File: config.mk
export PLATFORM = sky130hd
export DESIGN_NAME = stopwatch_lap_timer_top_flat
export DESIGN_NICKNAME = d
export VERILOG_FILES = /design/src/rtl/core/slt_pkg.sv /design/src/rtl/core/slt_in_if.sv /design/src/rtl/core/slt_out_if.sv /design/src/rtl/core/slt_core.sv /design/src/rtl/core/slt_cdiv.sv /design/src/rtl/core/slt_split.sv /design/src/rtl/core/stopwatch_lap_timer_top.sv /design/src/flat_wrapper.sv
export SDC_FILE = /design/constraint.sdc
export NUM_CORES = 2
export LEC_CHECK = 0
export BUFFER_PORTS_ARGS = -buffer_cell sky130_fd_sc_hd__buf_2
export CAP_MARGIN = 20
export CORE_MARGIN = 4
export CORE_UTILIZATION = 55
export CTS_CLUSTER_SIZE = 8
export DETAILED_ROUTE_END_ITERATION = 12
export PLACE_DENSITY = 0.71
export SYNTH_ARGS = -nofsm -noshare
export SYNTH_HDL_FRONTEND = slang
export SYNTH_HIERARCHICAL = 1
export SYNTH_SLANG_ARGS = --single-unit
File: constraint.sdc
create_clock -name clk -period 14.1 [get_ports clk]
set_input_delay 0.705 -clock clk [delete_from_list [all_inputs] [get_ports clk]]
set_output_delay 0.705 -clock clk [all_outputs]
set_load 0.05 [all_outputs]
File: src/rtl/core/slt_pkg.sv
// ----------------------------------------------------------------------------
// slt_pkg: shared types and constants of the stopwatch lap timer
// Transaction payloads, command codes and the millisecond constants used by
// the state update and by the time split pipeline.
// ----------------------------------------------------------------------------
package slt_pkg;

	// Millisecond quantities are 29 bits wide.
	typedef logic [28:0] ms_t;

	// Command codes carried in the cmd field.
	localparam logic [3:0] CMD_TICK     = 4'd0;
	localparam logic [3:0] CMD_STARTSTP = 4'd1;
	localparam logic [3:0] CMD_LAP      = 4'd2;
	localparam logic [3:0] CMD_CLEAR    = 4'd3;
	localparam logic [3:0] CMD_WHR_UP   = 4'd4;
	localparam logic [3:0] CMD_WHR_DN   = 4'd5;
	localparam logic [3:0] CMD_WMIN_UP  = 4'd6;
	localparam logic [3:0] CMD_WMIN_DN  = 4'd7;
	localparam logic [3:0] CMD_WSEC_UP  = 4'd8;
	localparam logic [3:0] CMD_WSEC_DN  = 4'd9;

	// Time units in milliseconds.
	localparam ms_t MS_HOUR  = 29'd3600000;
	localparam ms_t MS_MIN   = 29'd60000;
	localparam ms_t MS_SEC   = 29'd1000;
	localparam ms_t MS_CENTI = 29'd10;

	// Wrap point of the total (99:59:59.990) and warning threshold limits.
	localparam ms_t TOTAL_MAX   = 29'd359999990;
	localparam ms_t WARN_RESET  = 29'd5000;
	localparam ms_t WARN_MAX    = 29'd360000000;
	localparam ms_t HOUR_UP_MAX = 29'd356400000;
	localparam ms_t MIN_UP_MAX  = 29'd3540000;
	localparam ms_t SEC_UP_LIM  = 29'd59000;

	// Field widths of the split time.
	localparam int unsigned HOURS_W = 7;
	localparam int unsigned MINS_W  = 6;
	localparam int unsigned SECS_W  = 6;
	localparam int unsigned CENTS_W = 7;

	// Input transaction payload.
	typedef struct packed {
		logic [3:0]  cmd;
		logic [15:0] elapsed_ms;
		logic [4:0]  lap_index;
	} in_t;

	// Result transaction payload.
	typedef struct packed {
		ms_t         total_ms;
		logic [6:0]  hours;
		logic [5:0]  minutes;
		logic [5:0]  seconds;
		logic [6:0]  centiseconds;
		logic        running;
		logic        warning_hit;
		ms_t         warning_ms;
		logic [4:0]  lap_count;
		logic [15:0] lap_number;
		ms_t         lap_value;
		logic        lap_valid;
	} out_t;

	// Handoff from the state stage to the split pipeline.
	typedef struct packed {
		logic vld;
		out_t res;
	} stage_t;

endpackage

File: src/rtl/core/slt_in_if.sv
// ----------------------------------------------------------------------------
// slt_in_if: event channel of the stopwatch lap timer
// Valid/ready channel that carries one event per transaction.
// ----------------------------------------------------------------------------
interface slt_in_if;
	logic          valid;
	logic          ready;
	slt_pkg::in_t  data;

	modport source (output valid, output data, input ready);
	modport sink (input valid, input data, output ready);
endinterface

File: src/rtl/core/slt_out_if.sv
// ----------------------------------------------------------------------------
// slt_out_if: result channel of the stopwatch lap timer
// Valid/ready channel that carries one result per transaction.
// ----------------------------------------------------------------------------
interface slt_out_if;
	logic          valid;
	logic          ready;
	slt_pkg::out_t data;

	modport source (output valid, output data, input ready);
	modport sink (input valid, input data, output ready);
endinterface

File: src/rtl/core/slt_core.sv
// ----------------------------------------------------------------------------
// slt_core: event state update and lap memory
// Updates the stopwatch registers once per accepted event, pushes laps into
// a ring-addressed memory and reads the requested lap in the same cycle.
// ----------------------------------------------------------------------------
module slt_core #(
	parameter int unsigned LAP_DEPTH = 20
) (
	input  logic            clk,
	input  logic            arst_n,
	input  logic            in_valid,
	output logic            in_ready,
	input  slt_pkg::in_t    in_data,
	input  logic            take,
	output slt_pkg::stage_t stage
);

	localparam int unsigned AW = (LAP_DEPTH > 1) ? $clog2(LAP_DEPTH) : 1;
	localparam int unsigned HW = $clog2(LAP_DEPTH + 1);
	localparam int unsigned SW = $clog2(2 * LAP_DEPTH + 32);

	// Architectural state.
	logic          run_q;
	slt_pkg::ms_t  total_q;
	slt_pkg::ms_t  warn_q;
	logic [15:0]   num_q;
	logic [HW-1:0] held_q;
	logic [AW-1:0] head_q;

	// Next-state values.
	logic          run_n;
	slt_pkg::ms_t  tot_n;
	slt_pkg::ms_t  tot_w;
	slt_pkg::ms_t  warn_n;
	logic [15:0]   num_n;
	logic [HW-1:0] held_n;
	logic [AW-1:0] head_n;
	logic          push;
	logic          hit;
	logic          lap_ok;
	logic [SW-1:0] sum;
	logic [AW-1:0] rd_addr;
	logic          accept;

	// Lap memory and its read stage.
	slt_pkg::ms_t  mem [LAP_DEPTH];
	slt_pkg::ms_t  rd_s1;
	slt_pkg::ms_t  wdata_s1;
	logic          fwd_s1;
	logic          vld_s1;
	slt_pkg::out_t res_s1;

	assign in_ready = !vld_s1 || take;
	assign accept   = in_valid && in_ready;

	// Next state for the event and the address of the requested lap.
	always_comb begin
		run_n  = run_q;
		tot_n  = total_q;
		warn_n = warn_q;
		num_n  = num_q;
		held_n = held_q;
		head_n = head_q;
		push   = 1'b0;
		unique case (in_data.cmd)
			slt_pkg::CMD_TICK: begin
				if (run_q) begin
					tot_n = total_q + slt_pkg::ms_t'(in_data.elapsed_ms);
				end
			end
			slt_pkg::CMD_STARTSTP: begin
				run_n = !run_q;
			end
			slt_pkg::CMD_LAP: begin
				push   = 1'b1;
				head_n = (head_q == AW'(LAP_DEPTH - 1)) ? '0 : head_q + 1'b1;
				num_n  = num_q + 16'd1;
				if (held_q < HW'(LAP_DEPTH)) begin
					held_n = held_q + 1'b1;
				end
			end
			slt_pkg::CMD_CLEAR: begin
				tot_n  = '0;
				held_n = '0;
				num_n  = '0;
				run_n  = 1'b0;
			end
			slt_pkg::CMD_WHR_UP: begin
				if (warn_q <= slt_pkg::HOUR_UP_MAX) begin
					warn_n = warn_q + slt_pkg::MS_HOUR;
				end
			end
			slt_pkg::CMD_WHR_DN: begin
				if (warn_q >= slt_pkg::MS_HOUR) begin
					warn_n = warn_q - slt_pkg::MS_HOUR;
				end
			end
			slt_pkg::CMD_WMIN_UP: begin
				if (warn_q <= slt_pkg::MIN_UP_MAX) begin
					warn_n = warn_q + slt_pkg::MS_MIN;
				end
			end
			slt_pkg::CMD_WMIN_DN: begin
				if (warn_q >= slt_pkg::MS_MIN) begin
					warn_n = warn_q - slt_pkg::MS_MIN;
				end
			end
			slt_pkg::CMD_WSEC_UP: begin
				if (warn_q < slt_pkg::SEC_UP_LIM) begin
					warn_n = warn_q + slt_pkg::MS_SEC;
				end
			end
			slt_pkg::CMD_WSEC_DN: begin
				if (warn_q > slt_pkg::MS_SEC) begin
					warn_n = warn_q - slt_pkg::MS_SEC;
				end
			end
			default: begin
			end
		endcase

		// The warning compare sees the total before it wraps.
		hit   = warn_n < tot_n;
		tot_w = (tot_n > slt_pkg::TOTAL_MAX) ? '0 : tot_n;

		// Newest lap sits just below the head; walk back by the index.
		lap_ok = (SW'(in_data.lap_index) < SW'(held_n)) &&
			(SW'(in_data.lap_index) < SW'(LAP_DEPTH));
		sum = SW'(head_n) + SW'(LAP_DEPTH - 1) - SW'(in_data.lap_index);
		if (sum >= SW'(LAP_DEPTH)) begin
			sum = sum - SW'(LAP_DEPTH);
		end
		rd_addr = lap_ok ? sum[AW-1:0] : '0;
	end

	// State registers.
	always_ff @(posedge clk or negedge arst_n) begin
		if (!arst_n) begin
			run_q   <= 1'b0;
			total_q <= '0;
			warn_q  <= slt_pkg::WARN_RESET;
			num_q   <= '0;
			held_q  <= '0;
			head_q  <= '0;
		end else if (accept) begin
			run_q   <= run_n;
			total_q <= tot_w;
			warn_q  <= warn_n;
			num_q   <= num_n;
			held_q  <= held_n;
			head_q  <= head_n;
		end
	end

	// Lap memory write port.
	always_ff @(posedge clk) begin
		if (accept && push) begin
			mem[head_q] <= total_q;
		end
	end

	// Lap memory read port and the result register of this stage.
	always_ff @(posedge clk) begin
		if (in_ready) begin
			rd_s1                 <= mem[rd_addr];
			wdata_s1              <= total_q;
			fwd_s1                <= push && (rd_addr == head_q);
			res_s1.total_ms       <= tot_w;
			res_s1.hours          <= '0;
			res_s1.minutes        <= '0;
			res_s1.seconds        <= '0;
			res_s1.centiseconds   <= '0;
			res_s1.running        <= run_n;
			res_s1.warning_hit    <= hit;
			res_s1.warning_ms     <= warn_n;
			res_s1.lap_count      <= 5'(held_n);
			res_s1.lap_number     <= num_n;
			res_s1.lap_value      <= '0;
			res_s1.lap_valid      <= lap_ok;
		end
	end

	always_ff @(posedge clk or negedge arst_n) begin
		if (!arst_n) begin
			vld_s1 <= 1'b0;
		end else if (in_ready) begin
			vld_s1 <= in_valid;
		end
	end

	// A lap read of the entry written in the same cycle takes the new value.
	always_comb begin
		stage.vld = vld_s1;
		stage.res = res_s1;
		if (!res_s1.lap_valid) begin
			stage.res.lap_value = '0;
		end else if (fwd_s1) begin
			stage.res.lap_value = wdata_s1;
		end else begin
			stage.res.lap_value = rd_s1;
		end
	end

endmodule

File: src/rtl/core/slt_cdiv.sv
// ----------------------------------------------------------------------------
// slt_cdiv: two-stage division by a constant
// The first stage estimates the quotient with a reciprocal multiply; the
// second computes the remainder and corrects the estimate by at most one.
// ----------------------------------------------------------------------------
module slt_cdiv #(
	parameter int unsigned XW  = 29,
	parameter int unsigned DIV = 10,
	parameter int unsigned QW  = 7,
	parameter int unsigned RW  = $clog2(DIV)
) (
	input  logic          clk,
	input  logic          en_a,
	input  logic          en_b,
	input  logic [XW-1:0] x,
	output logic [QW-1:0] q,
	output logic [RW-1:0] r
);

	localparam longint unsigned MUL = (64'd1 << XW) / DIV;
	localparam int unsigned     MW  = $clog2(MUL + 1);

	logic [XW+MW-1:0] prod;
	logic [XW-1:0]    x_s1;
	logic [QW-1:0]    q0_s1;
	logic [XW-1:0]    qd;
	logic [XW-1:0]    rem;
	logic             over;

	// Reciprocal estimate, never above the true quotient and at most one below.
	assign prod = {{MW{1'b0}}, x} * {{XW{1'b0}}, MW'(MUL)};

	always_ff @(posedge clk) begin
		if (en_a) begin
			x_s1  <= x;
			q0_s1 <= prod[XW +: QW];
		end
	end

	// Remainder of the estimate and its single correction step.
	always_comb begin
		qd   = XW'(q0_s1) * XW'(DIV);
		rem  = x_s1 - qd;
		over = rem >= XW'(DIV);
	end

	always_ff @(posedge clk) begin
		if (en_b) begin
			if (over) begin
				q <= q0_s1 + 1'b1;
				r <= RW'(rem - XW'(DIV));
			end else begin
				q <= q0_s1;
				r <= RW'(rem);
			end
		end
	end

endmodule

File: src/rtl/core/slt_split.sv
// ----------------------------------------------------------------------------
// slt_split: hours, minutes, seconds and hundredths of the total
// Eight-stage pipeline of four constant dividers; each stage holds its
// result until the next stage or the output can take it.
// ----------------------------------------------------------------------------
module slt_split (
	input  logic            clk,
	input  logic            arst_n,
	input  slt_pkg::stage_t stage,
	output logic            take,
	output logic            out_valid,
	input  logic            out_ready,
	output slt_pkg::out_t   out_data
);

	localparam int unsigned NSTG = 8;

	logic [NSTG-1:0]             vld_q;
	slt_pkg::out_t               res_q [NSTG];
	slt_pkg::out_t               res_d [NSTG];
	logic [NSTG:0]               en;
	logic [slt_pkg::HOURS_W-1:0] hrs;
	logic [slt_pkg::MINS_W-1:0]  mins;
	logic [slt_pkg::SECS_W-1:0]  secs;
	logic [slt_pkg::CENTS_W-1:0] cents;
	logic [21:0]                 rem_h;
	logic [15:0]                 rem_m;
	logic [9:0]                  rem_s;

	// A stage loads when it is empty or its content moves on.
	always_comb begin
		en[NSTG] = out_ready;
		for (int k = NSTG - 1; k >= 0; k--) begin
			en[k] = !vld_q[k] || en[k+1];
		end
	end

	assign take = en[0];

	// Total to hours and remainder within the hour.
	slt_cdiv #(
		.XW(29), .DIV(slt_pkg::MS_HOUR), .QW(slt_pkg::HOURS_W), .RW(22)
	) u_div_hour (
		.clk(clk), .en_a(en[0]), .en_b(en[1]),
		.x(stage.res.total_ms), .q(hrs), .r(rem_h)
	);

	// Remainder within the hour to minutes.
	slt_cdiv #(
		.XW(22), .DIV(slt_pkg::MS_MIN), .QW(slt_pkg::MINS_W), .RW(16)
	) u_div_min (
		.clk(clk), .en_a(en[2]), .en_b(en[3]),
		.x(rem_h), .q(mins), .r(rem_m)
	);

	// Remainder within the minute to seconds.
	slt_cdiv #(
		.XW(16), .DIV(slt_pkg::MS_SEC), .QW(slt_pkg::SECS_W), .RW(10)
	) u_div_sec (
		.clk(clk), .en_a(en[4]), .en_b(en[5]),
		.x(rem_m), .q(secs), .r(rem_s)
	);

	// Remainder within the second to hundredths.
	slt_cdiv #(
		.XW(10), .DIV(slt_pkg::MS_CENTI), .QW(slt_pkg::CENTS_W), .RW(4)
	) u_div_cent (
		.clk(clk), .en_a(en[6]), .en_b(en[7]),
		.x(rem_s), .q(cents), .r()
	);

	// Stage valid bits.
	always_ff @(posedge clk or negedge arst_n) begin
		if (!arst_n) begin
			vld_q <= '0;
		end else begin
			if (en[0]) begin
				vld_q[0] <= stage.vld;
			end
			for (int k = 1; k < NSTG; k++) begin
				if (en[k]) begin
					vld_q[k] <= vld_q[k-1];
				end
			end
		end
	end

	// Next content of each stage; each quotient joins as it becomes ready.
	always_comb begin
		res_d[0] = stage.res;
		for (int k = 1; k < NSTG; k++) begin
			res_d[k] = res_q[k-1];
		end
		res_d[2].hours   = hrs;
		res_d[4].minutes = mins;
		res_d[6].seconds = secs;
	end

	// Result fields travel along the stages.
	always_ff @(posedge clk) begin
		for (int k = 0; k < NSTG; k++) begin
			if (en[k]) begin
				res_q[k] <= res_d[k];
			end
		end
	end

	// Output register is the last stage together with the last divider.
	assign out_valid = vld_q[NSTG-1];

	always_comb begin
		out_data              = res_q[NSTG-1];
		out_data.centiseconds = cents;
	end

endmodule

File: src/rtl/core/stopwatch_lap_timer_top.sv
// ----------------------------------------------------------------------------
// stopwatch_lap_timer_top: millisecond stopwatch with lap memory
// Events in, one result per event out, with a newest-first lap store.
// ----------------------------------------------------------------------------
// Usage:
// Each transaction on in_ch carries one event: a tick with the milliseconds
// passed, start/pause, lap, clear, or a nudge of the warning threshold. Each
// event yields exactly one transaction on out_ch with the total, its split
// into hours, minutes, seconds and hundredths, the warning state, the lap
// counters and the stored lap selected by lap_index.
// One event is accepted per clock cycle while in_ch.ready is high. The stopwatch
// registers are updated in the accept cycle and the lap memory has one write
// and one read port, so consecutive events never wait on each other. A result
// passes the state stage, which does the state update and the lap memory
// read, then the stages of the four two-stage constant dividers of the split.
// When out_ch.ready is low, results queue up in the pipeline stages and
// in_ch.ready drops only once every stage holds a result.
// arst_n clears the stopwatch registers, sets the warning threshold to
// WARN_RESET and empties the pipeline; the lap memory keeps its contents but no lap is valid until new laps are taken.
// ----------------------------------------------------------------------------
module stopwatch_lap_timer_top #(
	parameter int unsigned LAP_DEPTH = 20
) (
	input  logic     clk,
	input  logic     arst_n,
	slt_in_if.sink   in_ch,
	slt_out_if.source out_ch
);

	slt_pkg::stage_t stage;
	logic            take;
	logic            in_ready;
	logic            out_valid;
	slt_pkg::out_t   out_data;

	// Event state update and lap memory.
	slt_core #(
		.LAP_DEPTH(LAP_DEPTH)
	) u_core (
		.clk(clk),
		.arst_n(arst_n),
		.in_valid(in_ch.valid),
		.in_ready(in_ready),
		.in_data(in_ch.data),
		.take(take),
		.stage(stage)
	);

	// Time split pipeline and output register.
	slt_split u_split (
		.clk(clk),
		.arst_n(arst_n),
		.stage(stage),
		.take(take),
		.out_valid(out_valid),
		.out_ready(out_ch.ready),
		.out_data(out_data)
	);

	assign in_ch.ready  = in_ready;
	assign out_ch.valid = out_valid;
	assign out_ch.data  = out_data;

endmodule

File: src/flat_wrapper.sv
// flat-port wrapper written by rule: the top's interface ports become plain ports
module stopwatch_lap_timer_top_flat 
#(
	parameter int unsigned LAP_DEPTH = 20
)
  (clk, arst_n, in_ch_valid, in_ch_data, in_ch_ready, out_ch_valid, out_ch_data, out_ch_ready);
  slt_in_if in_ch_i ();
  slt_out_if out_ch_i ();
  input  logic clk;
  input  logic arst_n;
  input wire logic [$bits(in_ch_i.valid)-1:0] in_ch_valid;
  input wire logic [$bits(in_ch_i.data)-1:0] in_ch_data;
  output wire logic [$bits(in_ch_i.ready)-1:0] in_ch_ready;
  output wire logic [$bits(out_ch_i.valid)-1:0] out_ch_valid;
  output wire logic [$bits(out_ch_i.data)-1:0] out_ch_data;
  input wire logic [$bits(out_ch_i.ready)-1:0] out_ch_ready;
  assign in_ch_i.valid = in_ch_valid;
  assign in_ch_i.data = in_ch_data;
  assign in_ch_ready = in_ch_i.ready;
  assign out_ch_valid = out_ch_i.valid;
  assign out_ch_data = out_ch_i.data;
  assign out_ch_i.ready = out_ch_ready;
  stopwatch_lap_timer_top #(.LAP_DEPTH(LAP_DEPTH)) u_core (.clk(clk), .arst_n(arst_n), .in_ch(in_ch_i), .out_ch(out_ch_i));
endmodule
Word-level counts from Yosys, hierarchy flattened. Memories as Yosys holds them, arrays and structs flattened. A register that Yosys moved wholly into a read port is not among the register bits. Cells that the tools add are included.

Output and inout bits: 139. Memories kept: 2. Memory bits (writable): 1676. Bits of input ports: 29. Register bits after elaboration: 383. Logic and storage cells: 170.

Multiply operators: 8. Reduce and logical (&&, ||, !) cells: 24. $add $sub $neg: 24. Mux-type cells: 46. Order comparisons: 16. Eq/ne operators: 11.

Memories: u_core.u_split.res_q (depth 8, width 137, read ports 8, clocked after Yosys merged registers in 0, wr ports 8, RTL line slt_split.sv:19) `slt_pkg::out_t res_q [NSTG];`; u_core.u_core.mem (depth 20, width 29, read ports 1, clocked after Yosys merged registers in 1, wr ports 1, RTL line slt_core.sv:46) `slt_pkg::ms_t mem [LAP_DEPTH];`.

Operators by type and width (count): $mux 29 (10); $pmux 29 s6 (1); $ge 29x22->1 const B (2); $pmux 29 s2 (1); $mul 29x8->36 const B (1); $pmux 16 s2 (1); $add 29x10->29 const B (1); $add 29x16->29 (1); $add 29x16->29 const B (1); $add 29x22->29 const B (1); $ge 29x16->1 const B (1); $gt 29x10->1 const B (1); $gt 29x29->1 const B (1); $le 29x22->1 const B (1); $le 29x29->1 const B (1); $lt 29x16->1 const B (1); $lt 29x29->1 (1); $sub 29x10->29 const B (1); $sub 29x16->29 const B (1); $sub 29x22->29 const B (1); $sub 29x29->29 (1); $mul 22x7->28 const B (1); $mux 5 (5); $ge 22x16->1 const B (1); 42 further kinds (91).

Longest topological paths before layout.
Word-level depth: 14. Depth in mapped cells: 30. Mapped depth without buffers: 28.

Hierarchy. The synthesis kept the hierarchy.

Modules (own cells, without submodules): slt_core (area each 38727.1 sq um, seq. area each 23643.9 sq um, cells each 3318, times used 1); slt_split (area each 29356.9 sq um, seq. area each 29208.0 sq um, cells each 996, times used 1); slt_cdiv at u_core.u_split.u_div_hour (area each 9042.4 sq um, seq. area each 1951.9 sq um, cells each 886, times used 1); slt_cdiv at u_core.u_split.u_div_min (area each 5621.6 sq um, seq. area each 1501.4 sq um, cells each 542, times used 1); slt_cdiv at u_core.u_split.u_div_sec (area each 3253.1 sq um, seq. area each 1141.1 sq um, cells each 294, times used 1); slt_cdiv at u_core.u_split.u_div_cent (area each 2610.0 sq um, seq. area each 840.8 sq um, cells each 231, times used 1).

Worst setup path after synthesis. OpenSTA, ideal clock, no wires.

Kind: in2reg. Start: input port out_ch_ready. End: memory u_core/u_core/mem[14][0] (netlist bit) (enable). Library setup time: 415 ps. Arrival: 10508 ps. Stages on the path: 9. Required time: 13685 ps. Buffers on the path: 2. Path slack: 3177 ps. Cells stage by stage: and4b_1 buf_6 nand3_1 nand2b_1 nand2_1 clkbuf_1 nor2_1 nand2_1 nor2_1.

Word-level cells in the longest chain between the ends: 13.

Ends and longest elaborated chain: start, declared (RTL line flat_wrapper.sv:16) `input wire logic [$bits(out_ch_i.ready)-1:0] out_ch_ready;`; $logic_or 1x1->1 (8 in series) (RTL line slt_split.sv:34) `en[k] = !vld_q[k] || en[k+1];`; via u_core.take (RTL line stopwatch_lap_timer_top.sv:31) `logic take;`; $logic_or 1x1->1 (RTL line slt_core.sv:53) `assign in_ready = !vld_s1 || take;`; via in_ch_ready (RTL line flat_wrapper.sv:13) `output wire logic [$bits(in_ch_i.ready)-1:0] in_ch_ready;`; $logic_and 1x1->1 (RTL line slt_core.sv:54) `assign accept = in_valid && in_ready;`; $logic_and 1x1->1 (RTL line slt_core.sv:157) `if (accept && push) begin`; $mux 1 (RTL line slt_core.sv:157); $mux 1 (not written as such) (RTL line slt_core.sv:158) `mem[head_q] <= total_q;`; end, declared (RTL line slt_core.sv:46).

The timed path passes the listed nets, and every way through them passes these cells.

Final worst setup path.
Start: register u_core.u_split.u_div_hour.q0_s1[1]. End: register u_core.u_split.u_div_hour.r[21], data pin.

Word-level cells in the longest chain between the ends: 4. Elaborated cells between the ends (all ways): 5. Those cells by class: 2 x add/sub; 1 x mul; 1 x order compare; 1 x mux.

Ends and longest elaborated chain: start, declared (RTL line slt_cdiv.sv:25) `logic [QW-1:0] q0_s1;`; start signal, assigned (RTL line slt_cdiv.sv:36) `q0_s1 <= prod[XW +: QW];`; $mul 7x15->22 (*) (RTL line slt_cdiv.sv:42) `qd = XW'(q0_s1) * XW'(DIV);`; $sub 29x29->29 (*) (RTL line slt_cdiv.sv:43) `rem = x_s1 - qd;`; $ge 29x22->1 or $sub 22x22->22 (tied branches) (RTL line slt_cdiv.sv:44, slt_cdiv.sv:51); $mux 22 (*) (RTL line slt_cdiv.sv:49) `if (over) begin`; end signal, assigned (RTL line slt_cdiv.sv:51) `r <= RW'(rem - XW'(DIV));`; end signal, assigned (RTL line slt_cdiv.sv:54) `r <= RW'(rem);`; end, declared (RTL line slt_cdiv.sv:17) `output logic [RW-1:0] r`.

Mark *: on every way between the ends. The rest lies on a longest branch, timed or not. A chain may end at the register's enable or synchronous reset.

==> impl_metrics.env <==
export IMPL_status="finished clean"
export IMPL_io_pins=168
export IMPL_fp_row_count=146
export IMPL_endpoint_kind="flop"
export IMPL_die_x_microns=408
export IMPL_root_buffer="clkbuf_16"
export IMPL_ant_nets=0
export IMPL_clkTransAtPathRegs_ns=0.05
export IMPL_core_area_sq_um=159000
export IMPL_drive_gt1_share_pct=11.6
export IMPL_antenna_cells=0
export IMPL_cp_start_kind="flop"
export IMPL_syn_area_sq_um=88200
export IMPL_tightest_slew_ns=1.19
export IMPL_drt_iter0_markers=5440
export IMPL_hpwl_microns=131000
export IMPL_antenna_found_initial=6
export IMPL_cts_tree="built"
export IMPL_final_util_pct=62.6
export IMPL_syn_inst=6231
export IMPL_cts_resized=0
export IMPL_dieArea_sq_um=167000
export IMPL_drv_cap=0
export IMPL_finalCritPeriodShare_pct=55.2
export IMPL_cp_arrival_ns=8.38
export IMPL_io_buffer_count=167
export IMPL_place_gp_congestion=0.919
export IMPL_fin_worst_skew_ns=0.0675
export IMPL_post_route_drc_count=0
export IMPL_finalSetupViolCount=0
export IMPL_grt_pass1_wl_microns=320000
export IMPL_crit_type="flop to flop"
export IMPL_setup_tns_ns=0
export IMPL_max_freq_mhz=128
export IMPL_crit_fanout=24
export IMPL_clock_sinks=1951
export IMPL_hold_class="input port to flop"
export IMPL_wl_per_cell_microns=24.1
export IMPL_nNetsFinal=7214
export IMPL_vias_per_cell=6.08
export IMPL_gr_usage_all_layers_pct=25.0
export IMPL_slowest_delay_ns=0.85
export IMPL_clockBufferDepth=4
export IMPL_die_h_microns=408
export IMPL_cp_required_ns=14.70
export IMPL_grt_max_degree=78
export IMPL_grt_pass1_vias=53200
export IMPL_wl_microns=210000
export IMPL_period_needed_ns=7.79
export IMPL_yosysWarnings=6
export IMPL_initial_core_util_pct=55.5
export IMPL_rsz0062_at_grt="false"
export IMPL_drt_first_pass_iters=6
export IMPL_grt_overflow_total=0
export IMPL_slew_viol_final=0
export IMPL_area_growth_pct=12.8
export IMPL_num_vias=53000
export IMPL_htree_num_levels=5
export IMPL_timing_slew_headroom_pct=20.3
export IMPL_worstSkewPairLatency_ns=0.90
export IMPL_crit_path_top_delay_cell="or4_1"
export IMPL_timing_final_hold_violations=0
export IMPL_synth_avg_cell_area_sq_um=14.2
export IMPL_numCtsBuffers=296
[layout make-up]
| cell class | instances | area [sq um] |
|---|---|---|
| Timing Repair Buffer | 258 | 1550 |
| Clock inverter | 20 | 160 |
| Multi-Input combinational cell | 3609 | 27600 |
| Sequential cell | 1951 | 58100 |
| Clock buffer | 369 | 7770 |
| Inverter | 435 | 1640 |
| Tap cell | 2072 | 2590 |
| Fill cell | 11400 | 59500 |
[critical path: cells and delay by family (launching register included)]
family	cells	cell delay, ns
adder cells (fa/ha/maj)	6	2.35
AO/OA/AOI/OAI	8	2.16
AND/OR/NAND/NOR	5	1.88
flip-flops	1	0.40
XOR/XNOR	2	0.39
buffers and inverters	4	0.35
[worst paths after layout]
kind	from	endpoint	slack, ns	cells past startpoint
setup / recovery	u_core/u_split/u_div_hour/q0_s1[1]	u_core/u_split/u_div_hour/r[21]	6.31	25
hold / removal	in_ch_valid	u_core/u_core/vld_s1	0.16	2
setup reg to reg	u_core/u_split/u_div_hour/q0_s1[1]	u_core/u_split/u_div_hour/r[21]	6.31	25
hold reg to reg	u_core/u_split/res_q[0][391]	u_core/u_split/res_q[0][528]	0.38	0
max in group asynchronous	arst_n	u_core/u_core/total_q[25]	12.72	4
min in group asynchronous	arst_n	u_core/u_core/head_q[4]	0.31	2
[registers in the layout (all words and copies together) (netlist names), 7 cells and up]
name,count
u_core/u_split/u_div_min/x_s1,22
u_core/u_core/rd_s1,29
u_core/u_split/res_q,966
u_core/u_split/u_div_hour/q,7
u_core/u_core/total_q,29
u_core/u_split/u_div_sec/x_s1,16
u_core/u_split/u_div_cent/x_s1,9
u_core/u_core/warn_q,26
u_core/u_split/u_div_min/r,16
u_core/u_split/u_div_sec/r,10
u_core/u_core/num_q,16
u_core/u_split/u_div_cent/q0_s1,7
u_core/u_split/u_div_hour/q0_s1,7
u_core/u_core/mem,580
u_core/u_split/vld_q,8
u_core/u_split/u_div_hour/x_s1,29
u_core/u_core/wdata_s1,29
u_core/u_split/u_div_hour/r,22
u_core/u_core/stage,79
u_core/u_split/u_div_cent/q,7
[layout by cell type, fill, tap and decap left out, types with 17 or more instances in the layout]
cell type and instances:
and3_1 32, ha_1 499, fa_1 134, nor2_1 307, xnor2_1 130, buf_4 87, nor3_1 86, nand2_1 464
o41ai_2 18, clkbuf_1 69, a311oi_1 37, o21a_1 43, a221oi_1 38, nor2b_1 58, a21oi_1 258, mux2i_1 100
a31oi_1 62, inv_1 431, o2111ai_1 21, a211oi_1 98, o21bai_1 17, nor4_1 20, dfrtp_1 86, nor2_2 23
o22ai_1 44, a31o_2 30, o21ai_0 260, clkbuf_16 300, or3_1 81, and2_1 28, xor2_1 59, buf_2 166
nand2b_1 42, nand3_1 104, o211ai_1 66, edfxtp_1 1860, nand4_1 40, a21o_1 75
[per-stage QoR]
step                instances  hold WS [ns]  worst slack [ns]  instance area (sq um)
global route             8714         0.132              5.82                  99500
global placement         8319         0.400              6.56                  91500
finish                   8714         0.164              6.31                  99500
CTS                      8711         0.102              6.36                  99400
detailed placement       8321         0.405              6.40                  91500
floorplan                6233         0.400              3.18                  88200
[per-layer routing]
metal	share of wire [%]	global-route usage, %	wire (microns)	vias to the layer above
li1	-	-	-	24000
met1	40	33.2	84600	26100
met3	7.8	4.88	16400	578
met5	0.0062	0	13	-
met2	47	40.4	99400	2208
met4	4.5	11.2	9540	2
[repair_timing]
action / 4_1_cts / 5_1_grt
hold endpoints to repair: 26 / 0
setup buffers: 0 / 0
hold buffers: 1 / 0
Power is not shown: default switching activity piles up to over one toggle a cycle in this logic, so the estimate is an artifact.
